==> config.mk <==
export PLATFORM = sky130hd
export DESIGN_NAME = button_debounce_press_classifier_core_flat
export DESIGN_NICKNAME = d
export VERILOG_FILES = /design/src/sv/bdpc_pkg.sv /design/src/sv/bdpc_if.sv /design/src/sv/bdpc_update.sv /design/src/sv/button_debounce_press_classifier_core.sv /design/src/flat_wrapper.sv
export SDC_FILE = /design/constraint.sdc
export NUM_CORES = 1
export LEC_CHECK = 0
export BUFFER_PORTS_ARGS = -buffer_cell sky130_fd_sc_hd__buf_4
export CORE_MARGIN = 4
export CORE_UTILIZATION = 40
export CTS_BUF_LIST = sky130_fd_sc_hd__clkbuf_16
export DETAILED_ROUTE_END_ITERATION = 10
export HOLD_SLACK_MARGIN = 0.03
export PLACE_DENSITY_LB_ADDON = 0.15
export SKIP_CTS_REPAIR_TIMING = 1
export SYNTH_ARGS = -nofsm -noshare
export SYNTH_HDL_FRONTEND = slang
export SYNTH_SLANG_ARGS = --single-unit
==> constraint.sdc <==
create_clock -name clock -period 7.1 [get_ports clock]
set_input_delay 1.775 -clock clock [delete_from_list [all_inputs] [get_ports clock]]
set_output_delay 1.775 -clock clock [all_outputs]
set_load 0.01 [all_outputs]
==> src/sv/bdpc_pkg.sv <==
// shared types and codes for the button debounce and press classifier
`timescale 1ns / 1ps

package bdpc_pkg;

   localparam int TimeWidth  = 32;
   localparam int DelayWidth = 16;
   localparam int CsrIdxWidth = 8;

   localparam logic [DelayWidth-1:0] DebounceReset  = 16'd50;
   localparam logic [DelayWidth-1:0] LongPressReset = 16'd1000;

   // register indexes of the configuration port
   typedef enum logic [CsrIdxWidth-1:0] {
      CSR_DEBOUNCE   = 8'd0,
      CSR_LONG_PRESS = 8'd1
   } csr_idx_type;

   // press status as seen on the result channel
   typedef enum logic [1:0] {
      ST_IDLE = 2'd0,
      ST_RISE = 2'd1,
      ST_HELD = 2'd2,
      ST_FALL = 2'd3
   } status_type;

   typedef enum logic [1:0] {
      TIP_NONE  = 2'd0,
      TIP_SHORT = 2'd1,
      TIP_LONG  = 2'd2
   } tip_type;

   // state carried from one sample to the next
   typedef struct packed {
      logic                 prev_raw;
      logic [TimeWidth-1:0] last_change;
      logic [TimeWidth-1:0] press_start;
      status_type           status;
      tip_type              tip;
   } state_type;

   typedef struct packed {
      status_type status;
      tip_type    tip;
      logic       short_event;
      logic       long_event;
   } result_type;

endpackage

==> src/sv/bdpc_if.sv <==
// channel interfaces: sample input, classified result, register writes
`timescale 1ns / 1ps

interface bdpc_req_if;
   logic        valid;
   logic        ready;
   logic        raw_level;
   logic [31:0] now_ms;

   modport source (output valid, output raw_level, output now_ms, input ready);
   modport sink (input valid, input raw_level, input now_ms, output ready);
endinterface

interface bdpc_rsp_if;
   logic       valid;
   logic       ready;
   logic [1:0] press_status;
   logic [1:0] tip_kind;
   logic       short_event;
   logic       long_event;

   modport source (output valid, output press_status, output tip_kind,
                   output short_event, output long_event, input ready);
   modport sink (input valid, input press_status, input tip_kind,
                 input short_event, input long_event, output ready);
endinterface

interface bdpc_csr_if;
   logic        valid;
   logic        ready;
   logic [7:0]  index;
   logic [15:0] data;

   modport source (output valid, output index, output data, input ready);
   modport sink (input valid, input index, input data, output ready);
endinterface

==> src/sv/bdpc_update.sv <==
// per-sample debounce, status step and press classification
`timescale 1ns / 1ps

module bdpc_update
   import bdpc_pkg::*;
(
   input  logic                  raw_level,
   input  logic [TimeWidth-1:0]  now_ms,
   input  logic [DelayWidth-1:0] debounce_ms,
   input  logic [DelayWidth-1:0] long_press_ms,
   input  state_type             state_cur,
   output state_type             state_nxt,
   output result_type            result
);

   logic                 changed;
   logic                 rise;
   logic [TimeWidth-1:0] since_change;
   logic [TimeWidth-1:0] since_press;
   logic                 settled;
   logic                 active;
   status_type           status_step;
   status_type           status_new;
   tip_type              tip_new;
   logic                 short_ev;

   // a raw change restarts the debounce time reference at this sample, a rise also the press time
   assign changed = raw_level != state_cur.prev_raw;
   assign rise    = changed && raw_level;

   assign since_change = changed ? '0 : now_ms - state_cur.last_change;
   assign since_press  = rise ? '0 : now_ms - state_cur.press_start;

   assign settled = since_change > {{(TimeWidth-DelayWidth){1'b0}}, debounce_ms};

   // status step once the level has settled
   always_comb begin
      unique case (state_cur.status)
         ST_RISE, ST_HELD: active = 1'b1;
         default:          active = 1'b0;
      endcase
      if (raw_level) begin
         status_step = active ? ST_HELD : ST_RISE;
      end else begin
         status_step = active ? ST_FALL : ST_IDLE;
      end
   end

   assign status_new = settled ? status_step : state_cur.status;

   // press length classification
   always_comb begin
      if (status_new == ST_IDLE) begin
         tip_new = TIP_NONE;
      end else if (since_press > {{(TimeWidth-DelayWidth){1'b0}}, long_press_ms}) begin
         tip_new = TIP_LONG;
      end else begin
         tip_new = TIP_SHORT;
      end
   end

   assign short_ev = (status_new == ST_FALL) && (tip_new == TIP_SHORT);

   assign state_nxt.prev_raw    = raw_level;
   assign state_nxt.last_change = changed ? now_ms : state_cur.last_change;
   assign state_nxt.press_start = rise ? now_ms : state_cur.press_start;
   assign state_nxt.status      = status_new;
   assign state_nxt.tip         = tip_new;

   assign result.status      = status_new;
   assign result.tip         = tip_new;
   assign result.short_event = short_ev;
   assign result.long_event  = !short_ev && (tip_new == TIP_LONG)
                               && (state_cur.tip != TIP_LONG);

endmodule

==> src/sv/button_debounce_press_classifier_core.sv <==
// top level: input register, classification stage and result register
`timescale 1ns / 1ps

// Button debouncer with short and long press classification. Each transfer on
// req_chan carries one sampled pin level and a wrapping millisecond timestamp;
// each produces exactly one result on rsp_chan, in order. The block takes one
// sample per cycle unless the result side stalls; samples land in an input
// register, and the single classification stage updates the debounce state
// and the result register in the same cycle, so the sample-to-sample state
// loop closes through the state register. A stalled result holds the pipeline
// but the input register still absorbs one further sample. Registers (debounce_ms
// at index 0, long_press_ms at index 1, low 16 bits kept, other indexes ignored)
// are written through csr_chan, which is always ready; write them only while idle.

module button_debounce_press_classifier_core
   import bdpc_pkg::*;
(
   input  logic   clock,
   input  logic   reset,
   bdpc_req_if.sink   req_chan,
   bdpc_rsp_if.source rsp_chan,
   bdpc_csr_if.sink   csr_chan
);

   logic [DelayWidth-1:0] debounce_ff;
   logic [DelayWidth-1:0] long_press_ff;

   logic                 in_valid_ff;
   logic                 in_level_ff;
   logic [TimeWidth-1:0] in_now_ff;

   state_type  state_ff;
   state_type  state_in;
   result_type result_in;
   result_type result_ff;
   logic       out_valid_ff;

   logic advance;
   logic req_take;

   // configuration registers
   assign csr_chan.ready = 1'b1;

   always_ff @(posedge clock) begin
      if (reset) begin
         debounce_ff   <= DebounceReset;
         long_press_ff <= LongPressReset;
      end else if (csr_chan.valid) begin
         unique case (csr_chan.index)
            CSR_DEBOUNCE:   debounce_ff   <= csr_chan.data;
            CSR_LONG_PRESS: long_press_ff <= csr_chan.data;
            default:        ;
         endcase
      end
   end

   // pipeline flow control
   assign advance        = in_valid_ff && (!out_valid_ff || rsp_chan.ready);
   assign req_chan.ready = !in_valid_ff || advance;
   assign req_take       = req_chan.valid && req_chan.ready;

   // input register
   always_ff @(posedge clock) begin
      if (reset) begin
         in_valid_ff <= 1'b0;
      end else if (req_chan.ready) begin
         in_valid_ff <= req_chan.valid;
      end
   end

   always_ff @(posedge clock) begin
      if (req_take) begin
         in_level_ff <= req_chan.raw_level;
         in_now_ff   <= req_chan.now_ms;
      end
   end

   // classification stage
   bdpc_update u_update (
      .raw_level     (in_level_ff),
      .now_ms        (in_now_ff),
      .debounce_ms   (debounce_ff),
      .long_press_ms (long_press_ff),
      .state_cur     (state_ff),
      .state_nxt     (state_in),
      .result        (result_in)
   );

   // debounce state
   always_ff @(posedge clock) begin
      if (reset) begin
         state_ff.prev_raw    <= 1'b0;
         state_ff.last_change <= '0;
         state_ff.press_start <= '0;
         state_ff.status      <= ST_IDLE;
         state_ff.tip         <= TIP_NONE;
      end else if (advance) begin
         state_ff <= state_in;
      end
   end

   // result register
   always_ff @(posedge clock) begin
      if (reset) begin
         out_valid_ff <= 1'b0;
      end else if (advance) begin
         out_valid_ff <= 1'b1;
      end else if (rsp_chan.ready) begin
         out_valid_ff <= 1'b0;
      end
   end

   always_ff @(posedge clock) begin
      if (advance) begin
         result_ff <= result_in;
      end
   end

   assign rsp_chan.valid        = out_valid_ff;
   assign rsp_chan.press_status = result_ff.status;
   assign rsp_chan.tip_kind     = result_ff.tip;
   assign rsp_chan.short_event  = result_ff.short_event;
   assign rsp_chan.long_event   = result_ff.long_event;

endmodule

==> src/flat_wrapper.sv <==
// flat-port wrapper written by rule: the top's interface ports become plain ports
module button_debounce_press_classifier_core_flat import bdpc_pkg::*;
  (clock, reset, req_chan_valid, req_chan_raw_level, req_chan_now_ms, req_chan_ready, rsp_chan_valid, rsp_chan_press_status, rsp_chan_tip_kind, rsp_chan_short_event, rsp_chan_long_event, rsp_chan_ready, csr_chan_valid, csr_chan_index, csr_chan_data, csr_chan_ready);
  bdpc_req_if req_chan_i ();
  bdpc_rsp_if rsp_chan_i ();
  bdpc_csr_if csr_chan_i ();
  input  logic clock;
  input  logic reset;
  input wire logic [$bits(req_chan_i.valid)-1:0] req_chan_valid;
  input wire logic [$bits(req_chan_i.raw_level)-1:0] req_chan_raw_level;
  input wire logic [$bits(req_chan_i.now_ms)-1:0] req_chan_now_ms;
  output wire logic [$bits(req_chan_i.ready)-1:0] req_chan_ready;
  output wire logic [$bits(rsp_chan_i.valid)-1:0] rsp_chan_valid;
  output wire logic [$bits(rsp_chan_i.press_status)-1:0] rsp_chan_press_status;
  output wire logic [$bits(rsp_chan_i.tip_kind)-1:0] rsp_chan_tip_kind;
  output wire logic [$bits(rsp_chan_i.short_event)-1:0] rsp_chan_short_event;
  output wire logic [$bits(rsp_chan_i.long_event)-1:0] rsp_chan_long_event;
  input wire logic [$bits(rsp_chan_i.ready)-1:0] rsp_chan_ready;
  input wire logic [$bits(csr_chan_i.valid)-1:0] csr_chan_valid;
  input wire logic [$bits(csr_chan_i.index)-1:0] csr_chan_index;
  input wire logic [$bits(csr_chan_i.data)-1:0] csr_chan_data;
  output wire logic [$bits(csr_chan_i.ready)-1:0] csr_chan_ready;
  assign req_chan_i.valid = req_chan_valid;
  assign req_chan_i.raw_level = req_chan_raw_level;
  assign req_chan_i.now_ms = req_chan_now_ms;
  assign req_chan_ready = req_chan_i.ready;
  assign rsp_chan_valid = rsp_chan_i.valid;
  assign rsp_chan_press_status = rsp_chan_i.press_status;
  assign rsp_chan_tip_kind = rsp_chan_i.tip_kind;
  assign rsp_chan_short_event = rsp_chan_i.short_event;
  assign rsp_chan_long_event = rsp_chan_i.long_event;
  assign rsp_chan_i.ready = rsp_chan_ready;
  assign csr_chan_i.valid = csr_chan_valid;
  assign csr_chan_i.index = csr_chan_index;
  assign csr_chan_i.data = csr_chan_data;
  assign csr_chan_ready = csr_chan_i.ready;
  button_debounce_press_classifier_core u_core (.clock(clock), .reset(reset), .req_chan(req_chan_i), .rsp_chan(rsp_chan_i), .csr_chan(csr_chan_i));
endmodule
### After elaboration in Yosys (flattened, before gate mapping)

Index checks and enable logic that the tools add are counted.

* bits in writable memories: 0
* register bits after elaboration: 142
* bits in latches: 0
* bits of input ports: 62
* bits in read-only memories: 0
* word-level logic and storage cells: 57
* output and inout bits: 9
* memories kept: 0

* div/mod/pow operators: 0
* $lt $le $gt $ge: 2
* mux-type cells: 11
* reductions and logical operators: 19
* equality and inequality tests: 8
* bitwise logic cells: 0
* shifts and indexed selects: 0
* add/subtract/negate cells: 2
* $mul: 0

Operators with widths (number)
* $gt A32 B16 Y1: 2
* $mux W32: 2
* $sub A32 B32 Y32: 2
* $mux W2: 6
* $eq A8 B1 Y1 const B: 1
* $logic_not A8 Y1: 1
* $reduce_and A2 Y1: 4
* $eq A2 B2 Y1 const B: 3
* $logic_and A1 B1 Y1: 6
* $eq A2 B1 Y1 const B: 2
* $logic_not A1 Y1: 3
* $mux W1: 3
* $logic_not A2 Y1: 1
* $logic_or A1 B1 Y1: 2
* $ne A2 B2 Y1 const B: 1
* $reduce_bool A2 Y1: 1
* $reduce_or A2 Y1: 1
* $ne A1 B1 Y1: 1

### Longest topological paths before layout

* depth in word-level cells: 13
* depth in mapped cells: 21
* mapped depth without buffers: 21

### Hierarchy

Synthesis repeated with hierarchy kept, for this count alone.

* cells, all modules: 1376
* area total of the unflattened synthesis: 11054.4 µm²

By module, submodules not included
* bdpc_update: cells an instance 872, area each 5840.6 µm², seq. area each 0.0 µm², instances 1
* button_debounce_press_classifier_core: cells an instance 504, area each 5213.8 µm², seq. area each 3233.1 µm², instances 1

### Least setup slack after synthesis

OpenSTA, ideal clock, no wires.

* path kind: register to register
* from: register u_core.in_now_ff[0]
* to: register u_core.state_ff[0] in the netlist's numbering
* data arrival time: 5.033 ns
* library setup time: 0.101 ns
* slack: 1.966 ns
* stages on the path, launching flop included: 22
* required time: 6.999 ns
* buffers on the path: 0
* cell sequence: edfxtp_1 -> inv_1 -> ha_1 -> fa_1 -> nand2b_1 -> a21oi_1 -> o21a_1 -> nor2_1 -> o21ai_0 -> xor2_1 -> and2_1 -> ha_1 -> a21oi_1 -> nand2_1 -> a221o_1 -> o31a_1 -> or4_1 -> a2111oi_2 -> o2111ai_4 -> nor3_2 -> mux2_2 -> o41ai_1

* word-level cells in the longest chain between the ends: 6
* elaborated cells between the ends (all ways): 10
* those cells by class: add/sub: 2; order compare: 2; mux: 5; reduce/logical: 1

RTL lines
* start: declaration: line button_debounce_press_classifier_core.sv:30 `logic [TimeWidth-1:0] in_now_ff;`
* start signal: assignment: line button_debounce_press_classifier_core.sv:74 `in_now_ff <= req_chan.now_ms;`
* $sub A32 B32 Y32: line bdpc_update.sv:31 `assign since_change = changed ? '0 : now_ms - state_cur.last_change;`
* $mux W32: line bdpc_update.sv:31
* $gt A32 B16 Y1: line bdpc_update.sv:34 `assign settled = since_change > {{(TimeWidth-DelayWidth){1'b0}}, debounce_ms};`
* $mux W2: line bdpc_update.sv:49 `assign status_new = settled ? status_step : state_cur.status;`
* $logic_not A2 Y1: line bdpc_update.sv:53 `if (status_new == ST_IDLE) begin`
* $mux W2 (*): line bdpc_update.sv:53
* end signal: assignment: line button_debounce_press_classifier_core.sv:98 `state_ff <= state_in;`
* end: declaration: line button_debounce_press_classifier_core.sv:32 `state_type state_ff;`

Every way passes the cells marked *; elsewhere a longest branch is shown, timed or not.
A chain may end at the register's enable or synchronous reset.

### Worst setup path after layout

Ends and elaborated chain as after synthesis.

==> results.json <==
{
  "netlist_area_um2": 9971,
  "numPortBuffers": 69,
  "r2r_slack_ns": 1.48,
  "ant_nets": 0,
  "drive_above_1_share": 0.09593,
  "grt_use_total": 0.1943,
  "clock_path_buffers": 2,
  "htree_levels": 4,
  "slowest_stage": "or4_1",
  "required_ns": 7.44,
  "ff_latch_area_um2": 3233,
  "drc_errors": 0,
  "grt_max_degree": 70,
  "drt_iter0_drc": 576,
  "synth_common_cells": "194 x nand2_1, 145 x a21oi_1, 113 x inv_1",
  "synth_top_area_frac": 0.2068,
  "cts.sinks": 142,
  "arrival_ns": 5.96,
  "cp-start-kind": "flip-flop",
  "hold_viol": 0,
  "synth_area_per_cell_um2": 7.939,
  "routed_wl_mm": 26.80,
  "initial_core_util": 0.4088,
  "num_rows": 57,
  "synth_cell_types": 83,
  "power.density_nw_per_um2": 205.0,
  "crit_chain": "inv_1 -> ha_1 -> fa_1 -> nand2b_1 -> a21oi_1 -> o21a_1 -> nor2_1 -> o21ai_0 -> xor2_1 -> and2_1 -> ha_1 -> a21oi_1 -> nand2_1 -> a221o_1 -> o31a_1 -> or4_1 -> a2111oi_2 -> o2111ai_4 -> nor3_2 -> mux2_2 -> o41ai_1",
  "path_clk_slew_ns": 0.06,
  "relSlewSlack": 0.2593,
  "n_antenna_cell": 0,
  "clock_skew_ns": 0.02162,
  "multi_input_area_um2": 6096,
  "maxCapViolations": 0,
  "synth_top_cells_by_area": "dfxtp_1 21%, ha_1 12%, edfxtp_1 12%, nand2_1 7.3%, a21oi_1 7.3%",
  "synthArstFlopShare": 0,
  "synth_cells": 1256,
  "grt_pass1_vias": 8492,
  "cp_max_fo": 5,
  "synth-edff-count": 39,
  "ff2ff_path_depth": 21,
  "yosysWarnings": 0,
  "fin_crit_sh": 0.7915,
  "ys_ff_latch": 142,
  "synth_most_common_cell": "nand2_1",
  "setup-tns-final_ns": 0,
  "clock.fmax_mhz": 177.9,
  "hpwlAfterDp_mm": 20.59,
  "synth-main-ff-cell": "dfxtp_1",
  "ys_seq_area_frac": 0.3243,
  "vdd_drop_max_mv": 0.1173,
  "synth_fp_nets": 1415,
  "crit_path_start": "u_core.in_now_ff[0]$_DFFE_PP_",
  "io_pins": 71,
  "nNetsFinal": 1449,
  "first_pass_iters": 5,
  "hold_path_class": "reg -> reg",
  "grt_setup_unrepaired": "false",
  "grt_pass1_wl_mm": 43.88,
  "routed_via_density": 5.381,
  "setup_viol": 0,
  "leakage_nw": 4.339,
  "antenna_found_initial": 0,
  "cts_made_buffers": 17,
  "die_h_um": 165.9,
  "clk_latency_ns": 0.44,
  "tightest_slew_ns": 1.108,
  "die_x_um": 165.9,
  "post-place-ws_ns": 1.462,
  "overflow": 0,
  "timing.hold.ws_ns": 0.4523,
  "wl_per_cell_um": 16.47,
  "setup_ws_ns": 1.480,
  "cpPeakStageDelay_ns": 0.55,
  "maxSlewViolCount": 0,
  "r2r_end": "u_core.state_ff[0]$_SDFFE_PP0P_",
  "fillCellCount": 2467,
  "core_um2": 24390,
  "synthToLayoutAreaGrowth_pct": 13.13,
  "outcome": "finished, final reports clean",
  "endpoint": "u_core.state_ff[0]$_SDFFE_PP0P_",
  "routabilityCongestion": 0.9007,
  "vias": 8755,
  "die_area_um2": 27520,
  "r2r-start": "u_core.in_now_ff[0]$_DFFE_PP_",
  "crit_path_end_kind": "flip-flop",
  "period_minus_slack_ns": 5.620,
  "synth_top_cell_by_area": "dfxtp_1",
  "clock-root-buffer": "clkbuf_16",
  "cts_tree": "yes",
  "worstSetupPathType": "reg -> reg"
}
## how the worst min path moves through the flow
stage	startpoint	end	slack [ns]	depth (start not counted)
2_1_floorplan	u_core.long_press_ff[3]$_SDFFE_PP1P_	u_core.long_press_ff[3]$_SDFFE_PP1P_	0.44	1
3_3_place_gp	u_core.state_ff[57]$_SDFFE_PP0P_	u_core.state_ff[57]$_SDFFE_PP0P_	0.44	2
3_5_place_dp	u_core.state_ff[58]$_SDFFE_PP0P_	u_core.state_ff[58]$_SDFFE_PP0P_	0.45	2
4_1_cts	u_core.state_ff[58]$_SDFFE_PP0P_	u_core.state_ff[58]$_SDFFE_PP0P_	0.45	2
5_1_grt	u_core.state_ff[65]$_SDFFE_PP0P_	u_core.state_ff[65]$_SDFFE_PP0P_	0.47	2
6_report	u_core.state_ff[43]$_SDFFE_PP0P_	u_core.state_ff[43]$_SDFFE_PP0P_	0.45	2
## metal layers
metal  track usage  up-vias  routed length, µm
met2        0.2983      173              11570
met1        0.2844     4089              13870
met5             0        -                  0
met4       0.05739        0                472
li1              -     4461                  -
met3       0.02714       32                886
## cell type report
| type | count | area share |
|---|---|---|
| Multi-Input combinational cell | 943 | 0.5404 |
| Sequential cell | 142 | 0.2866 |
| Timing Repair Buffer | 73 | 0.04859 |
| Clock buffer | 17 | 0.03771 |
| Inverter | 113 | 0.03760 |
| Tap cell | 324 | 0.03594 |
| Clock inverter | 15 | 0.01309 |
## layout by cell type, fill, tap and decap left out, drive strengths merged, types with 5 or more instances in the layout
cell type,Yosys,final
a211o,11,11
a211oi,7,7
a21boi,5,5
a21o,24,24
a21oi,146,146
a31oi,5,5
and2,17,17
and3,11,11
buf,10,73
clkbuf,48,17
clkinv,0,6
dfxtp,103,103
edfxtp,39,39
ha,95,95
inv,113,116
mux2i,27,27
nand2,194,194
nand2b,12,12
nand3,17,17
nand4,25,25
nor2,96,96
nor2b,14,14
nor3,18,18
nor4,8,8
o2111ai,5,5
o211ai,10,10
o21a,17,17
o21ai,49,49
o21bai,9,9
o31ai,7,7
or3,13,13
xnor2,24,24
xor2,17,17
## through the flow
step	total power, mW	std cells	util	area, µm²
after global placement	1.434	1595	0.4390	10710
after detailed placement	1.438	1595	0.4390	10710
after CTS	2.331	1627	0.4625	11280
after global routing	2.431	1627	0.4625	11280
final	2.313	1627	0.4625	11280
after floorplan	1.284	1256	-	9971
## power by group
| part | internal (mW) | total, mW | switching, mW |
|---|---|---|---|
| Clock | 0.515 | 0.888 | 0.374 |
| Sequential | 0.865 | 0.892 | 0.0265 |
| Combinational | 0.217 | 0.533 | 0.316 |
| Total | 1.60 | 2.31 | 0.716 |
## logic make-up (layout without fill, tap and decap cells)
logic type               after synthesis  after routing  share of synthesized area
AO/OA/AOI/OAI                        330            330                     0.2133
adder cells (fa/ha/maj)               97             97                     0.1232
XOR/XNOR                              41             41                    0.03601
AND/OR/NAND/NOR                      443            443                     0.2053
multiplexers                          31             31                    0.03200
other                                  1              1                  0.0003761
flip-flops                           142            142                     0.3243
buffers and inverters                171            218                    0.06550
## worst max-delay path, delay by kind of cell (launching register included)
| kind | cells | cell delay [ns] |
|---|---|---|
| compound gates | 9 | 2.42 |
| mux | 1 | 0.38 |
| fa+ha+maj | 3 | 0.84 |
| flops | 1 | 0.37 |
| simple gates | 6 | 1.25 |
| xor+xnor | 1 | 0.19 |
| buf+inv | 1 | 0.07 |
## registers in the layout, summed over array words and instances, names as in the netlist
signal and count:
u_core.in_now_ff 32, u_core.long_press_ff 16, u_core.in_valid_ff 1, u_core.rsp_chan.short_event 1
u_core.rsp_chan.valid 1, u_core.state_ff 69, u_core.in_level_ff 1, u_core.rsp_chan.tip_kind 2
u_core.rsp_chan.long_event 1, u_core.debounce_ff 16, u_core.rsp_chan.press_status 2
No activity file was read; power rests on OpenSTA's default activity.
